## config.mk

```make
export PLATFORM = sky130hd
export DESIGN_NAME = alarm_table_with_expiry_unit
export DESIGN_NICKNAME = d
export VERILOG_FILES = /design/src/atwe_pkg.sv /design/src/atwe_mem.sv /design/src/atwe_ctrl.sv /design/src/alarm_table_with_expiry_unit.sv
export VERILOG_INCLUDE_DIRS = /design/src /design/src/src
export SDC_FILE = /design/constraint.sdc
export NUM_CORES = 2
export LEC_CHECK = 0
export BUFFER_PORTS_ARGS = -buffer_cell sky130_fd_sc_hd__buf_2
export CORE_MARGIN = 2
export CORE_UTILIZATION = 25
export DETAILED_ROUTE_END_ITERATION = 7
export GPL_TIMING_DRIVEN = 0
export HOLD_SLACK_MARGIN = 0.05
export PLACE_DENSITY = 0.5
export SYNTH_ARGS = -nofsm -noshare
export SYNTH_HDL_FRONTEND = slang
export SYNTH_SLANG_ARGS = --single-unit
```

## constraint.sdc

```tcl
create_clock -name clk -period 17.68 [get_ports clk]
set_input_delay 1.768 -clock clk [delete_from_list [all_inputs] [get_ports clk]]
set_output_delay 1.768 -clock clk [all_outputs]
set_load 0.03 [all_outputs]
```

## src/alarm_table_with_expiry_unit_assert.svh

```systemverilog
// Assertion macros for the alarm table with expiry unit
`ifndef ALARM_TABLE_WITH_EXPIRY_UNIT_ASSERT_SVH
`define ALARM_TABLE_WITH_EXPIRY_UNIT_ASSERT_SVH

// same-cycle implication, checked out of reset
`define ATWE_ASSERT_NOW(lbl, ante, cons, msg) \
  lbl: assert property (@(posedge clk) disable iff (!rst_n) (ante) |-> (cons)) \
    else $error(msg);

// next-cycle implication, checked out of reset
`define ATWE_ASSERT_NEXT(lbl, ante, cons, msg) \
  lbl: assert property (@(posedge clk) disable iff (!rst_n) (ante) |=> (cons)) \
    else $error(msg);

`endif

```

## src/atwe_pkg.sv

```systemverilog
// Shared types and constants for the alarm table with expiry unit
package atwe_pkg;

  localparam int ENTRIES = 16;
  localparam int IDX_W   = $clog2(ENTRIES);
  localparam int CNT_W   = $clog2(ENTRIES + 1);
  localparam int OUT_CNT_W = 7;

  localparam logic [2:0] OP_ADD_ABS = 3'd0;
  localparam logic [2:0] OP_ADD_REL = 3'd1;
  localparam logic [2:0] OP_EXPIRE  = 3'd2;
  localparam logic [2:0] OP_READ    = 3'd3;
  localparam logic [2:0] OP_CLEAR   = 3'd4;

  localparam logic [31:0] TIME_MAX = 32'hFFFF_FFFF;

  typedef struct packed {
    logic [15:0] id;
    logic [31:0] t_start;
    logic [31:0] t_end;
  } entry_t;

  typedef struct packed {
    logic             we;
    logic [IDX_W-1:0] waddr;
    entry_t           wdata;
    logic [IDX_W-1:0] raddr;
  } mem_req_t;

  typedef struct packed {
    logic [OUT_CNT_W-1:0] entry_count;
    logic                 read_valid;
    entry_t               rdat;
    logic                 was_updated;
    logic                 was_evicted;
  } result_t;

  typedef enum logic [8:0] {
    S_IDLE     = 9'b000000001,
    S_SRCH_RD  = 9'b000000010,
    S_SRCH_CHK = 9'b000000100,
    S_CMP_RD   = 9'b000001000,
    S_CMP_CHK  = 9'b000010000,
    S_APPEND   = 9'b000100000,
    S_RD_ISSUE = 9'b001000000,
    S_RD_CAP   = 9'b010000000,
    S_DONE     = 9'b100000000
  } state_t;

endpackage

```

## src/atwe_mem.sv

```systemverilog
// Alarm table storage: one write port, one registered read port
module atwe_mem (
  input  logic               clk,
  input  atwe_pkg::mem_req_t req,
  output atwe_pkg::entry_t   rdata
);

  atwe_pkg::entry_t slots [atwe_pkg::ENTRIES];
  atwe_pkg::entry_t rdata_r;

  always_ff @(posedge clk) begin
    if (req.we) begin
      slots[req.waddr] <= req.wdata;
    end
    rdata_r <= slots[req.raddr];
  end

  assign rdata = rdata_r;

endmodule

```

## src/atwe_ctrl.sv

```systemverilog
// Sequencer: id search, compaction walk, append and read over the table memory
module atwe_ctrl (
  input  logic                  clk,
  input  logic                  rst_n,
  input  logic                  in_valid,
  output logic                  in_stall,
  input  logic [2:0]            in_op,
  input  atwe_pkg::entry_t      in_item,
  input  logic [31:0]           in_now,
  input  logic [5:0]            in_index,
  output atwe_pkg::mem_req_t    mem_req,
  input  atwe_pkg::entry_t      mem_rdata,
  output logic                  res_done,
  output atwe_pkg::result_t     res,
  input  logic                  res_take
);

  atwe_pkg::state_t state_r, state_nxt;
  logic [atwe_pkg::CNT_W-1:0] count_r, count_nxt;
  logic [atwe_pkg::CNT_W-1:0] ptr_r, ptr_nxt;
  logic [atwe_pkg::CNT_W-1:0] wr_r, wr_nxt;
  logic             upd_r, upd_nxt;
  logic             evi_r, evi_nxt;
  logic             rv_r, rv_nxt;
  atwe_pkg::entry_t item_r, item_nxt;
  atwe_pkg::entry_t rdat_r, rdat_nxt;
  logic [31:0]      now_r, now_nxt;

  logic             id_hit;
  logic             keep;
  logic             more;
  logic [atwe_pkg::CNT_W-1:0] ptr_inc;
  logic [atwe_pkg::CNT_W-1:0] wr_inc;

  // shared compare unit
  assign id_hit  = (mem_rdata.id == item_r.id);
  assign keep    = evi_r || (now_r <= mem_rdata.t_end);
  assign ptr_inc = ptr_r + atwe_pkg::CNT_W'(1);
  assign more    = (ptr_inc < count_r);
  assign wr_inc  = wr_r + atwe_pkg::CNT_W'(keep);

  always_comb begin
    state_nxt = state_r;
    count_nxt = count_r;
    ptr_nxt   = ptr_r;
    wr_nxt    = wr_r;
    upd_nxt   = upd_r;
    evi_nxt   = evi_r;
    rv_nxt    = rv_r;
    item_nxt  = item_r;
    rdat_nxt  = rdat_r;
    now_nxt   = now_r;

    mem_req.we    = 1'b0;
    mem_req.waddr = ptr_r[atwe_pkg::IDX_W-1:0];
    mem_req.wdata = item_r;
    mem_req.raddr = ptr_r[atwe_pkg::IDX_W-1:0];

    unique case (state_r)
      atwe_pkg::S_IDLE: begin
        if (in_valid) begin
          item_nxt = in_item;
          now_nxt  = in_now;
          upd_nxt  = 1'b0;
          evi_nxt  = 1'b0;
          rv_nxt   = 1'b0;
          rdat_nxt = '0;
          ptr_nxt  = '0;
          wr_nxt   = '0;
          unique case (in_op) inside
            atwe_pkg::OP_ADD_ABS, atwe_pkg::OP_ADD_REL: begin
              state_nxt = (count_r == '0) ? atwe_pkg::S_APPEND : atwe_pkg::S_SRCH_RD;
            end
            atwe_pkg::OP_EXPIRE: begin
              state_nxt = (count_r == '0) ? atwe_pkg::S_DONE : atwe_pkg::S_CMP_RD;
            end
            atwe_pkg::OP_READ: begin
              if (8'(in_index) < 8'(count_r)) begin
                ptr_nxt   = atwe_pkg::CNT_W'(in_index);
                state_nxt = atwe_pkg::S_RD_ISSUE;
              end else begin
                state_nxt = atwe_pkg::S_DONE;
              end
            end
            atwe_pkg::OP_CLEAR: begin
              count_nxt = '0;
              state_nxt = atwe_pkg::S_DONE;
            end
            default: begin
              state_nxt = atwe_pkg::S_DONE;
            end
          endcase
        end
      end
      atwe_pkg::S_SRCH_RD: begin
        state_nxt = atwe_pkg::S_SRCH_CHK;
      end
      atwe_pkg::S_SRCH_CHK: begin
        if (id_hit) begin
          mem_req.we = 1'b1;
          upd_nxt    = 1'b1;
          state_nxt  = atwe_pkg::S_DONE;
        end else if (more) begin
          ptr_nxt   = ptr_inc;
          state_nxt = atwe_pkg::S_SRCH_RD;
        end else if (count_r == atwe_pkg::CNT_W'(atwe_pkg::ENTRIES)) begin
          // full: drop the oldest by compacting from slot one
          evi_nxt   = 1'b1;
          ptr_nxt   = atwe_pkg::CNT_W'(1);
          wr_nxt    = '0;
          state_nxt = atwe_pkg::S_CMP_RD;
        end else begin
          state_nxt = atwe_pkg::S_APPEND;
        end
      end
      atwe_pkg::S_CMP_RD: begin
        state_nxt = atwe_pkg::S_CMP_CHK;
      end
      atwe_pkg::S_CMP_CHK: begin
        mem_req.we    = keep;
        mem_req.waddr = wr_r[atwe_pkg::IDX_W-1:0];
        mem_req.wdata = mem_rdata;
        if (more) begin
          ptr_nxt   = ptr_inc;
          wr_nxt    = wr_inc;
          state_nxt = atwe_pkg::S_CMP_RD;
        end else begin
          count_nxt = wr_inc;
          state_nxt = evi_r ? atwe_pkg::S_APPEND : atwe_pkg::S_DONE;
        end
      end
      atwe_pkg::S_APPEND: begin
        mem_req.we    = 1'b1;
        mem_req.waddr = count_r[atwe_pkg::IDX_W-1:0];
        count_nxt     = count_r + atwe_pkg::CNT_W'(1);
        state_nxt     = atwe_pkg::S_DONE;
      end
      atwe_pkg::S_RD_ISSUE: begin
        state_nxt = atwe_pkg::S_RD_CAP;
      end
      atwe_pkg::S_RD_CAP: begin
        rv_nxt    = 1'b1;
        rdat_nxt  = mem_rdata;
        state_nxt = atwe_pkg::S_DONE;
      end
      atwe_pkg::S_DONE: begin
        if (res_take) begin
          state_nxt = atwe_pkg::S_IDLE;
        end
      end
      default: begin
        state_nxt = atwe_pkg::S_IDLE;
      end
    endcase
  end

  always_ff @(posedge clk) begin
    if (!rst_n) begin
      state_r <= atwe_pkg::S_IDLE;
      count_r <= '0;
    end else begin
      state_r <= state_nxt;
      count_r <= count_nxt;
    end
  end

  always_ff @(posedge clk) begin
    ptr_r  <= ptr_nxt;
    wr_r   <= wr_nxt;
    upd_r  <= upd_nxt;
    evi_r  <= evi_nxt;
    rv_r   <= rv_nxt;
    item_r <= item_nxt;
    rdat_r <= rdat_nxt;
    now_r  <= now_nxt;
  end

  assign in_stall = (state_r != atwe_pkg::S_IDLE);
  assign res_done = (state_r == atwe_pkg::S_DONE);

  always_comb begin
    res.entry_count = atwe_pkg::OUT_CNT_W'(count_r);
    res.read_valid  = rv_r;
    res.rdat        = rdat_r;
    res.was_updated = upd_r;
    res.was_evicted = evi_r;
  end

endmodule

```

## src/alarm_table_with_expiry_unit.sv

```systemverilog
// Alarm table with expiry: ordered table of up to ENTRIES alarms, one item at a time.
// Clear, expire on an empty table, out-of-range read and unused ops go straight to done;
// read issues and captures one table read; add walks the table slot by slot, and when full
// compacts out the oldest before appending; expire walks the whole table. No new item is
// taken until the result is loaded; walks are set by the table memory and shared compare unit.
// Reset: synchronous active-low; clears count and handshake state, table is unwritten.
`include "alarm_table_with_expiry_unit_assert.svh"
module alarm_table_with_expiry_unit (
  input  logic        clk,
  input  logic        rst_n,
  input  logic        in_valid,
  output logic        in_stall,
  input  logic [2:0]  in_op,
  input  logic [15:0] in_alarm_id,
  input  logic [31:0] in_start_time,
  input  logic [31:0] in_end_time,
  input  logic [31:0] in_duration,
  input  logic [31:0] in_now,
  input  logic [5:0]  in_index,
  output logic        out_valid,
  input  logic        out_stall,
  output logic [6:0]  out_entry_count,
  output logic        out_read_valid,
  output logic [15:0] out_read_id,
  output logic [31:0] out_read_start,
  output logic [31:0] out_read_end,
  output logic        out_was_updated,
  output logic        out_was_evicted
);

  atwe_pkg::entry_t   in_item;
  atwe_pkg::mem_req_t mem_req;
  atwe_pkg::entry_t   mem_rdata;
  atwe_pkg::result_t  res;
  atwe_pkg::result_t  res_r;
  logic               res_done;
  logic               res_take;
  logic               out_valid_r;
  logic [32:0]        rel_sum;

  // relative add: start now, end saturates
  assign rel_sum = {1'b0, in_now} + {1'b0, in_duration};

  always_comb begin
    in_item.id = in_alarm_id;
    if (in_op == atwe_pkg::OP_ADD_REL) begin
      in_item.t_start = in_now;
      in_item.t_end   = rel_sum[32] ? atwe_pkg::TIME_MAX : rel_sum[31:0];
    end else begin
      in_item.t_start = in_start_time;
      in_item.t_end   = in_end_time;
    end
  end

  atwe_mem u_mem (
    .clk   (clk),
    .req   (mem_req),
    .rdata (mem_rdata)
  );

  atwe_ctrl u_ctrl (
    .clk       (clk),
    .rst_n     (rst_n),
    .in_valid  (in_valid),
    .in_stall  (in_stall),
    .in_op     (in_op),
    .in_item   (in_item),
    .in_now    (in_now),
    .in_index  (in_index),
    .mem_req   (mem_req),
    .mem_rdata (mem_rdata),
    .res_done  (res_done),
    .res       (res),
    .res_take  (res_take)
  );

  // output register frees the sequencer once the item is loaded
  assign res_take = !out_valid_r || !out_stall;

  always_ff @(posedge clk) begin
    if (!rst_n) begin
      out_valid_r <= 1'b0;
    end else if (res_take) begin
      out_valid_r <= res_done;
    end
  end

  always_ff @(posedge clk) begin
    if (res_take && res_done) begin
      res_r <= res;
    end
  end

  assign out_valid       = out_valid_r;
  assign out_entry_count = res_r.entry_count;
  assign out_read_valid  = res_r.read_valid;
  assign out_read_id     = res_r.rdat.id;
  assign out_read_start  = res_r.rdat.t_start;
  assign out_read_end    = res_r.rdat.t_end;
  assign out_was_updated = res_r.was_updated;
  assign out_was_evicted = res_r.was_evicted;

  `ATWE_ASSERT_NEXT(a_busy_after_accept, in_valid && !in_stall, in_stall, "accepted item did not hold off input")
  `ATWE_ASSERT_NOW(a_evict_when_full, out_valid && out_was_evicted, out_entry_count == 7'(atwe_pkg::ENTRIES), "eviction reported below full count")
  `ATWE_ASSERT_NOW(a_read_excl_add, out_valid && out_read_valid, !out_was_updated && !out_was_evicted && out_entry_count != 7'd0, "read result mixed with add flags")

endmodule

```

Yosys cells after proc, flatten, opt, wreduce, memory -nomap -nowiden
Memories as Yosys holds them, arrays and structs flattened. A register that Yosys moved wholly into a read port is not among the register bits. Index checks and enable logic that the tools add are counted.

Bits in registers: 308. Bits in latches: 0. Bits in writable memories: 1280. Bits in read-only memories: 0. Bits of input ports: 157. Output and inout bits: 92. Logic and storage cells: 125. Memories: 1.

Memories: u_mem.slots (words 16, bits a word 80, read ports 1, clocked after memory_dff 1, wr ports 1, line atwe_mem.sv:8) `atwe_pkg::entry_t slots [atwe_pkg::ENTRIES];`.

Add/subtract/negate cells: 4. Multipliers: 0. Div/mod/pow operators: 0. $lt $le $gt $ge: 3. Equal/unequal tests: 26. Shift-type cells: 0. Muxes and demuxes: 48. Bitwise gates (word level): 0. Reduce and logical (&&, ||, !) cells: 21.

Operators by type and width (number): 2-to-1 mux 80 bit (2); case mux 80 bit (2 select lines) (1); 2-to-1 mux 5 bit (15); case mux 9 bit (8 select lines) (1); 2-to-1 mux 64 bit (1); 2-to-1 mux 9 bit (7); case mux 5 bit (3 select lines) (3); adder 32 x 32 -> 33 bit (1); <= comparator 32 bit (1); 2-to-1 mux 32 bit (1); case mux 9 bit (3 select lines) (1); 2-to-1 mux 6 bit (3); == test 16 bit (1); adder 5 x 1 -> 5 bit, second input constant (2); != test 2 x 1 -> 1 bit, second input constant (5); AND reduction 5 bit (2); == test 9 x 1 -> 1 bit, second input constant (1); == test 9 x 2 -> 1 bit, second input constant (1); == test 9 x 3 -> 1 bit, second input constant (1); == test 9 x 4 -> 1 bit, second input constant (1); == test 9 x 5 -> 1 bit, second input constant (1); == test 9 x 6 -> 1 bit, second input constant (1); == test 9 x 7 -> 1 bit, second input constant (1); == test 9 x 8 -> 1 bit, second input constant (1); 27 further kinds (47).

Logic depth before layout (Yosys ltp)
Depth in word-level cells: 5. Gate-level depth with buffers: 16. Gate-level depth less buffers: 16.

Cells and area by module
Synthesis repeated with hierarchy kept, for this count alone.

Cells, all modules: 3340. Area, all modules: 64800.9 µm².

Modules (own cells, without submodules): atwe_mem (times used 1, cells each 2054, area each 49422.4 µm², seq. area each 40038.4 µm²); atwe_ctrl (times used 1, cells each 865, area each 10151.0 µm², seq. area each 6436.2 µm²); alarm_table_with_expiry_unit (times used 1, cells each 421, area each 5227.5 µm², seq. area each 2722.6 µm²).

Worst setup path before layout
OpenSTA, ideal clock, no wires.

Kind: register -> register. From: reg, netlist name u_mem.rdata[21]. To: mem u_mem.slots[8][0] in the netlist's numbering, enable pin. Setup time: 0.715 ns. Arrival time: 9.709 ns. Data required time: 16.965 ns. Setup slack: 7.256 ns. Stages on the path, launching flop included: 13. Buffers on the path: 1. Clock period less this slack: 10.424 ns. Cells stage by stage: dfxtp_1 > inv_1 > ha_1 > a21o_1 > a21o_1 > a21oi_2 > o21ai_1 > a221oi_2 > nor2_1 > o41ai_4 > a21oi_2 > buf_6 > nor4_1.

Word-level cells in the longest chain between the ends: 5.

Ends and longest elaborated chain: <= comparator 32 bit (line atwe_ctrl.sv:37) `assign keep = evi_r || (now_r <= mem_rdata.t_end);`; logical OR 1 bit (line atwe_ctrl.sv:37); case mux 1 bit (3 select lines) (line atwe_ctrl.sv:59) `unique case (state_r)`; 2-to-1 mux 1 bit (line atwe_mem.sv:12) `if (req.we) begin`; 2-to-1 mux 1 bit (not written as such) (line atwe_mem.sv:13) `slots[req.waddr] <= req.wdata;`; end: declaration (line atwe_mem.sv:8).

No other way between the ends.

Worst setup path in the final report
From: reg, netlist name u_mem.rdata[17]. To: mem u_mem.slots[3][49] in the netlist's numbering, enable pin.

Word-level cells in the longest chain between the ends: 5.

Ends and longest elaborated chain (line): <= comparator 32 bit (atwe_ctrl.sv:37); logical OR 1 bit (atwe_ctrl.sv:37); case mux 1 bit (3 select lines) (atwe_ctrl.sv:59); 2-to-1 mux 1 bit (atwe_mem.sv:12); 2-to-1 mux 1 bit (not written as such) (atwe_mem.sv:13).

No other way between the ends.

==> out/metrics.csv <==
metric;value;unit
portBuffers;246;
cts_buffers;174;
maxSlewHeadroom;0.121;
die_x;512;µm
final_common_cell;edfxtp_1;
p_per_area;129;mW/mm²
netlist_instances;3143;
overflow;0;
clk_path_buf_depth;3;
vias_per_cell;4.56;
totalWireLength;201000;µm
worstMarginPinSlew;1.32;ns
cts.clk_slew.worst_paths;0.06;ns
syn2layout_area_growth;21.8;%
drv_cap;0;
use_met2;0.252;
first_pass_iters;5;
avgSynthCellArea;20.5;µm²
tritoncts;done;
htreeDepth;4;
ys_types;68;
clock_skew;0.0424;ns
fp.dieH;512;µm
synth_flop_cell;edfxtp_1;
clkSinkCount;1668;
ys_async_sr_fraction;0;
setup_slack;11.95;ns
gr-usage-all-layers;0.151;
hold_path_class;reg2reg;
ys_seq_area_frac;0.761;
max_clock_freq;175;MHz
io_pins;249;
preCtsSetupSlack;11.95;ns
grt.met1_usage;0.195;
die-area;0.262;mm²
critPathLaunchType;flip-flop;
synth_edf_count;1573;
period_needed;5.73;ns
start_util;0.251;
drive_gt1_frac;0.322;
busiest_layer;met2;
nets;4115;
most-common-layout-cells;edfxtp_1 (1,573), mux4_2 (400), buf_4 (273);
status;finished, final reports clean;
worstSkewPairLatency;0.83;ns
grt_pass1_vias;34500;
place_congestion;0.803;
total_power;10.1;mW
netlist_area;0.0646;mm²
route.detailed.drc;0;
core;0.257;mm²
dr.first_iter.drc_count;3493;
power.leakage;26.2;nW
post_cts_buffers;0;
path_max_fanout;7;
vias;33900;
endpoint_kind;flip-flop;
placedCellCount;7086;
rows;186;
use_met3;0.0249;
cp.arrival;6.26;ns
final.setup.tns;0;ns
grt_pass1_wl;278000;µm
ys_ff_latch;1668;
slew_viol_final;0;
required;18.21;ns
wl_per_cell;27.1;µm
fin_cells;7421;
ant_nets;0;
setup_viol;0;
grt_max_degree;73;
hold_viol;0;
yosysWarnings;0;
finalCritPeriodShare;0.324;
ir_worst_vdd;77.0;µV
cts_repair_resize_count;0;
grt_antenna_before_repair;13;
dp_hpwl;146000;µm
ctsHoldBuffers;0;
rsz0062_at_grt;false;
path_class;reg2reg;
cts_root_buf;clkbuf_16;
## registers in the layout (all words and copies together), names as in the netlist, 9 cells and up
name,cells
out_read_start,32
out_read_end,32
u_mem.slots,1280
u_ctrl.item_r,80
out_read_id,16
u_ctrl.res,80
u_mem.rdata,80
u_ctrl.now_r,32
u_ctrl.state_r,9
## Yosys cell counts, types with 4 or more instances
| cell type | number | share of area |
|---|---|---|
| a21o_1 | 27 | 0.0031 |
| and2_1 | 83 | 0.0080 |
| and3_1 | 11 | 0.0011 |
| nor4_1 | 17 | 0.0016 |
| dfxtp_1 | 95 | 0.029 |
| and4_1 | 5 | 0.00068 |
| o211ai_1 | 7 | 0.00081 |
| a21boi_0 | 7 | 0.00081 |
| nand2_1 | 214 | 0.012 |
| and3b_1 | 6 | 0.00081 |
| nand3_1 | 20 | 0.0016 |
| buf_1 | 16 | 0.00093 |
| ha_1 | 77 | 0.015 |
| a211o_1 | 4 | 0.00054 |
| o21ai_0 | 63 | 0.0049 |
| edfxtp_1 | 1573 | 0.73 |
| a22o_1 | 4 | 0.00054 |
| a31oi_1 | 6 | 0.00058 |
| nor2_1 | 61 | 0.0035 |
| nand2b_1 | 10 | 0.00097 |
| nor3_1 | 10 | 0.00078 |
| nand4_1 | 14 | 0.0014 |
| clkbuf_1 | 104 | 0.0060 |
| o21bai_1 | 5 | 0.00058 |
| xor2_1 | 19 | 0.0026 |
| inv_1 | 54 | 0.0031 |
| xnor2_1 | 31 | 0.0042 |
| o21a_1 | 10 | 0.0012 |
| buf_2 | 15 | 0.0012 |
| mux2_2 | 32 | 0.0056 |
| nor2b_1 | 13 | 0.0013 |
| a2111oi_0 | 4 | 0.00054 |
| a21oi_1 | 69 | 0.0053 |
| mux4_2 | 400 | 0.14 |
| o22a_1 | 5 | 0.00068 |
## power breakdown
part / total, mW / switching, mW / internal (mW)
clock network: 3.75 / 1.59 / 2.15
logic: 1.60 / 0.943 / 0.659
registers: 4.77 / 0.153 / 4.62
## cells by family (layout without fill, tap and decap cells)
logic type	count (synthesis)	after routing	synth area share
muxes	433	433	0.145
adders and majority gates	78	78	0.0152
buffers and inverters	193	1077	0.0117
DFF	1668	1668	0.761
AOI/OAI and AO/OA	244	244	0.0244
and+or+nand+nor	476	476	0.0356
xor gates and xnor gates	50	50	0.00678
other	1	11	0.0000581
## worst max-delay path: stages (launching register included)
cell	delay, ns
dfxtp_1	0.43
inv_1	0.09
ha_1	0.32
a21o_1	0.18
a21o_1	0.17
a21oi_1	0.30
o21ai_1	0.15
a221oi_2	0.38
nor2_1	0.14
o41ai_4	0.70
a21oi_2	0.29
nor4_2	0.93
buf_4	0.34
buf_4	0.22
buf_6	0.17
buf_4	0.20
buf_4	0.20
buf_4	0.19
## path summary, 6_finish.rpt
kind / start / endpoint / slack [ns] / depth (start not counted)
setup / recovery: u_mem.rdata[17]$_DFF_P_ / u_mem.slots[3][49]$_DFFE_PP_ / 11.95 / 17
hold / removal: u_ctrl.res[10]$_SDFFCE_PN0P_ / out_read_end[8]$_DFFE_PP_ / 0.40 / 0
setup reg to reg: u_mem.rdata[17]$_DFF_P_ / u_mem.slots[3][49]$_DFFE_PP_ / 11.95 / 17
hold reg to reg: u_ctrl.res[10]$_SDFFCE_PN0P_ / out_read_end[8]$_DFFE_PP_ / 0.40 / 0
## cell type report
type                            instances  area [µm²]
Multi-Input combinational cell       1283       14800
Buffer                                138         554
Clock buffer                          241        4790
Sequential cell                      1668       49100
Clock inverter                         83        1080
Antenna cell                            9        22.5
Inverter                               55         211
Fill cell                           25000      178000
Timing Repair Buffer                  560        3820
Tap cell                             3384        4230
## routing by layer
layer / share of wire / up-vias / wire (µm)
met5: 0.000089 / - / 18
met4: 0.045 / 2 / 9130
met3: 0.053 / 253 / 10700
met2: 0.49 / 1105 / 97900
met1: 0.42 / 18200 / 83600
li1: - / 14300 / -
## per-stage QoR
| step | util | hold slack, ns | instance area, µm² |
|---|---|---|---|
| final | 0.306 | 0.402 | 78700 |
| after detailed placement | 0.283 | 0.405 | 72700 |
| after CTS | 0.306 | 0.393 | 78600 |
| after floorplan | - | 0.400 | 64600 |
| after global routing | 0.306 | 0.417 | 78600 |
| after global placement | 0.273 | 0.407 | 70000 |
(Power assumes the default switching activity.)
